## src/design/sctc_alu.sv

```systemverilog
// shared adder and comparator used by the load path and the conversion sequencer
module sctc_alu #(
    parameter int W = 11
) (
    input  logic [W-1:0] a,
    input  logic [W-1:0] b,
    input  logic [W-1:0] c,
    input  logic [W-1:0] d,
    output logic [W-1:0] sum,
    output logic         lt
);
    assign sum = a + b;
    assign lt  = c < d;
endmodule

```

## config.mk

```make
export PLATFORM = sky130hd
export DESIGN_NAME = sctc_alu
export DESIGN_NICKNAME = d
export VERILOG_FILES = /design/src/design/sctc_alu.sv
export SDC_FILE = /design/constraint.sdc
export NUM_CORES = 1
export LEC_CHECK = 0
export BUFFER_PORTS_ARGS = -buffer_cell sky130_fd_sc_hd__buf_4
export CAP_MARGIN = 40
export CORE_MARGIN = 2
export CORE_UTILIZATION = 25
export DETAILED_ROUTE_END_ITERATION = 10
export PLACE_DENSITY = 0.69
export SYNTH_ARGS = -nofsm -noshare
export SYNTH_HDL_FRONTEND = slang
export SYNTH_SLANG_ARGS = --single-unit
```

## constraint.sdc

```tcl
create_clock -name vclk -period 1.3
set_clock_uncertainty 0.05 [all_clocks]
set_input_delay 0.065 -clock vclk [all_inputs]
set_output_delay 0.065 -clock vclk [all_outputs]
set_load 0.05 [all_outputs]
```

==> impl_metrics.tcl, run 1 <==
set metrics [dict create \
    synth_seq_area_share_pct 0 \
    drive_above_1_share_pct 71.8 \
    status "finished with violations" \
    die_area_mm2 0.00318 \
    nClkBuffers 0 \
    hpwl_mm 1.80 \
    first_pass_iters 3 \
    worst_slack_ns -0.319 \
    num-nets-final 230 \
    cp.required_ns 1.19 \
    crit_fanout 3 \
    io-pin-count 56 \
    die_y_um 56.4 \
    drv_slew 0 \
    fmax_mhz 618 \
    p_leak_nw 0.833 \
    vdd_drop_max_mv 0.566 \
    via_per_inst 4.69 \
    drc 0 \
    grt_pass1_vias 952 \
    antenna_found_initial 0 \
    tightest_slew_ns 0.364 \
    post-place-cells 191 \
    crit_path_end "sum[8]" \
    hold_path_class "input pin to primary output" \
    core_region_area_mm2 0.00269 \
    rows 19 \
    period_needed_ns 1.62 \
    seq_cell_count 0 \
    finalHoldViolCount 0 \
    stdcell_count 194 \
    final-seq-area_um2 0 \
    num_vias 910 \
    syn_avg_cell_area_um2 7.72 \
    place.port_buffers 56 \
    gp_congestion 0.804 \
    yosysWarnings 0 \
    finalPower_mw 1.16 \
    cap_violations 0 \
    relSlewSlack_pct 75.5 \
    crit_path_start_kind "input pin" \
    period_share_pct 125 \
    powerDensity_mw_per_mm2 661 \
    path_class "input pin to primary output" \
    synth_cell_types 29 \
    routed_wl_mm 2.22 \
    areaGrowthSynthToFinish_pct 156 \
    synth_cells 89 \
    setup_viol 8 \
    grt_max_degree 6 \
    fillerInstances 216 \
    failed_checks "negative setup slack" \
    worstPathArrival_ns 1.50 \
    grt_first_pass_wirelength_mm 3.79 \
    antenna_cells 0 \
    cp-end-kind "primary output" \
    die_w_um 56.4 \
    initial_core_util_pct 25.6 \
    first_iter_violations 10 \
    antenna_left 0 \
    grt_util_all_layers_pct 13.8 \
    crit_path_start "a[0]" \
    rsz0062_at_grt "true" \
    syn_area_um2 687 \
    wire_per_inst_um 11.5 \
    synth.net_count 154 \
    overflow 0 \
]
-- layer usage --
layer  wire (um)  up-vias  GRT usage [%]
met3         161        0           1.15
met4           0        0              0
met5           0        -              0
met1         785      410           15.4
li1            -      464              -
met2        1280       36           29.4
-- stage by stage --
step	utilization (%)	TNS, ns	worst slack [ns]	instance area [um^2]	hold slack (ns)
2_1_floorplan	-	-1.70	-0.356	926	0.275
3_3_place_gp	55.8	-2.77	-0.467	1500	0.458
3_5_place_dp	55.8	-2.89	-0.477	1500	0.459
4_1_cts	64.4	-2.06	-0.359	1730	0.441
5_1_grt	65.4	-2.35	-0.375	1760	0.448
6_report	65.4	-1.91	-0.319	1760	0.438
-- cell usage in the layout (no fill, tap or decap), types with 3 or more instances in the layout --
cell / instances
buf_4: 50
buf_6: 23
inv_1: 10
ha_4: 10
ha_1: 9
nand2_1: 4
a21oi_2: 3
a21o_1: 3
xnor2_4: 3
xor2_4: 3
-- cell type report --
cell class	count	area, um^2	share of cell area [%]
inverters	14	57.6	3.28
multi-input cells	75	1010	57.6
well taps	31	38.8	2.21
repair buffers	74	649	37.0
-- power breakdown --
part           switching, mW  internal, mW
logic                  0.602         0.559
registers                  0             0
clock network              0             0
-- worst max-delay path: stages --
cell and delay [ns]:
buf_6 0.07, ha_4 0.12, inv_2 0.03, fa_2 0.33, nor2b_2 0.13, o21ai_2 0.09, o21ai_4 0.22, o22ai_4 0.13
xnor2_4 0.14, buf_6 0.17
-- Yosys cell counts, types with 2 or more instances --
cell type	n	share of area (%)
a21oi_1	5	3.6
nand2b_1	2	1.8
and3_1	3	2.7
a211oi_1	2	2.2
nor3_1	2	1.5
o22ai_1	2	1.8
o21ai_1	3	2.2
nor2_1	2	1.1
inv_1	14	7.7
ha_1	20	36
xor2_1	4	5.1
nor2b_1	2	1.8
a21o_1	3	3.3
o21ai_0	2	1.5
nand2_1	4	2.2
xnor2_1	6	7.7
-- logic make-up (layout without fill, tap and decap cells) --
group                      after synthesis  after routing  share of synthesized area, %
AOI/OAI and AO/OA                       23             23                          23.5
buffers and inverters                   14             88                          7.65
xor gates and xnor gates                10             10                          12.7
adders and majority gates               21             21                          39.3
and+or+nand+nor                         21             21                          16.8
-- what timing repair did --
item	in CTS	in global routing
pin swaps	24	9
setup buffers	3	0
resized for setup	45	6
gates cloned	0	0
hold buffers	0	0
endpoints found under the setup margin	9	8
hold endpoints to repair	0	0
-- worst min-delay path by stage --
stage | start | to | cells past startpoint
5_1_grt | b[0] | sum[0] | 3
3_3_place_gp | b[0] | sum[0] | 3
6_report | b[0] | sum[0] | 3
3_5_place_dp | b[0] | sum[0] | 3
4_1_cts | b[0] | sum[0] | 3
2_1_floorplan | b[0] | sum[0] | 1
Note: power is estimated with default switching activity, not from simulation.
==> inputs of run 2 (changes only) <==
--- a/config.mk
+++ b/config.mk
@@ -11,6 +11,7 @@
 export CORE_UTILIZATION = 25
 export DETAILED_ROUTE_END_ITERATION = 10
 export PLACE_DENSITY = 0.69
+export SETUP_SLACK_MARGIN = 0.5
 export SYNTH_ARGS = -nofsm -noshare
 export SYNTH_HDL_FRONTEND = slang
 export SYNTH_SLANG_ARGS = --single-unit
==> run 2 against run 1 <==
Compared with the run above:
- the flow still finishes with violations (negative setup slack)
- via count rose by 1.2%
- sequential share of layout area unchanged
- global-route usage down 0.20 points
- core utilization up 2.1 points
- combinational power is 4% higher
- worst hold slack better by 0.0017 ns
- cell area up 3.2%
- first-iteration DRC count decreased by 10%
- non-clock buffer count is 1 higher
==> impl_metrics.tcl, run 2 (synthesis results as in run 1) <==
set metrics [dict create \
    status "finished with violations" \
    failed_checks "negative setup slack" \
    num-nets-final 231 \
    fmax_mhz 616 \
    die_area_mm2 0.00318 \
    grt_first_pass_wirelength_mm 3.73 \
    cp.required_ns 1.19 \
    antenna_found_initial 0 \
    routed_wl_mm 2.30 \
    grt_util_all_layers_pct 13.6 \
    overflow 0 \
    nClkBuffers 0 \
    num_vias 921 \
    cp-end-kind "primary output" \
    grtUsageMet3_pct 0.230 \
    gp_congestion 0.800 \
    io-pin-count 56 \
    final-seq-area_um2 0 \
    p_leak_nw 0.850 \
    tightest_slew_ns 0.362 \
    core_region_area_mm2 0.00269 \
    setup_viol 8 \
    grt_pass1_vias 963 \
    top_usage_layer "met2" \
    rows 19 \
    initial_core_util_pct 25.6 \
    first_iter_violations 9 \
    period_share_pct 125 \
    place.port_buffers 56 \
    cap_violations 0 \
    rsz0062_at_grt "true" \
    drc 0 \
    relSlewSlack_pct 75.7 \
    layout_commonest_cell "buf_4" \
    worstPathArrival_ns 1.51 \
    crit_fanout 3 \
    powerDensity_mw_per_mm2 669 \
    hpwl_mm 1.86 \
    final_cell_mix "buf_4, buf_6, ha_4, ha_1, inv_1" \
    stdcell_count 195 \
    drv_slew 0 \
    antenna_cells 0 \
    finalHoldViolCount 0 \
    antenna_left 0 \
    via_per_inst 4.72 \
    wire_per_inst_um 11.8 \
    vdd_drop_max_mv 0.559 \
    crit_path_start_kind "input pin" \
    path_class "input pin to primary output" \
    areaGrowthSynthToFinish_pct 164 \
    hold_path_class "input pin to primary output" \
    worst_slack_ns -0.324 \
    die_y_um 56.4 \
    gr-usage-met1_pct 16.6 \
    first_pass_iters 4 \
    drive_above_1_share_pct 74.4 \
    die_w_um 56.4 \
    grt_max_degree 6 \
    fillerInstances 203 \
    post-place-cells 192 \
    seq_cell_count 0 \
    grt_use_met2_pct 27.4 \
    pre_cts_slack_ns -0.473 \
    period_needed_ns 1.62 \
]
[run 2: through the flow]
step / setup TNS [ns] / util (%) / hold WS [ns] / power, mW / cell area, um^2
floorplan: -1.70 / - / 0.275 / 0.694 / 972
global placement: -2.70 / 57.8 / 0.458 / 1.01 / 1550
detailed placement: -2.79 / 57.8 / 0.458 / 1.03 / 1550
CTS: -2.11 / 64.4 / 0.441 / 1.17 / 1730
global route: -2.53 / 67.5 / 0.452 / 1.28 / 1810
finish: -1.98 / 67.5 / 0.439 / 1.21 / 1810
[run 2: report_power, final]
part	internal, mW	switching, mW	leakage, nW
clock network	0	0	0
logic	0.587	0.625	0.850
registers	0	0	0
[run 2: repair_timing]
| item | CTS | global route |
|---|---|---|
| endpoints found under the setup margin | 11 | 11 |
| hold buffers | 0 | 0 |
| pin swaps | 20 | 13 |
| gates cloned | 0 | 0 |
| buffers inserted | 2 | 1 |
| resized for setup | 37 | 17 |
[run 2: path summary, 6_finish.rpt]
check / from / to / slack (ns) / depth (start not counted)
setup / recovery: a[0] / sum[8] / -0.32 / 10
hold / removal: b[0] / sum[0] / 0.44 / 3
[run 2: cell type report]
type,instances,area [um^2],share of cell area (%)
Multi-Input combinational cell,75,1030,57.0
Inverter,14,72.6,4.00
Tap cell,31,38.8,2.14
Timing Repair Buffer,75,668,36.9
[run 2: layer usage]
layer	wire (um)	vias to the layer above
met1	828	419
met3	129	2
met5	0	-
met2	1320	35
met4	14	0
li1	-	465
[run 2: critical path, cell delays in order]
cell and delay, ns:
buf_6 0.07, ha_4 0.13, inv_2 0.03, fa_2 0.34, nor2b_2 0.12, o21ai_2 0.08
o21ai_4 0.23, o22ai_4 0.13, xnor2_4 0.14, buf_6 0.17
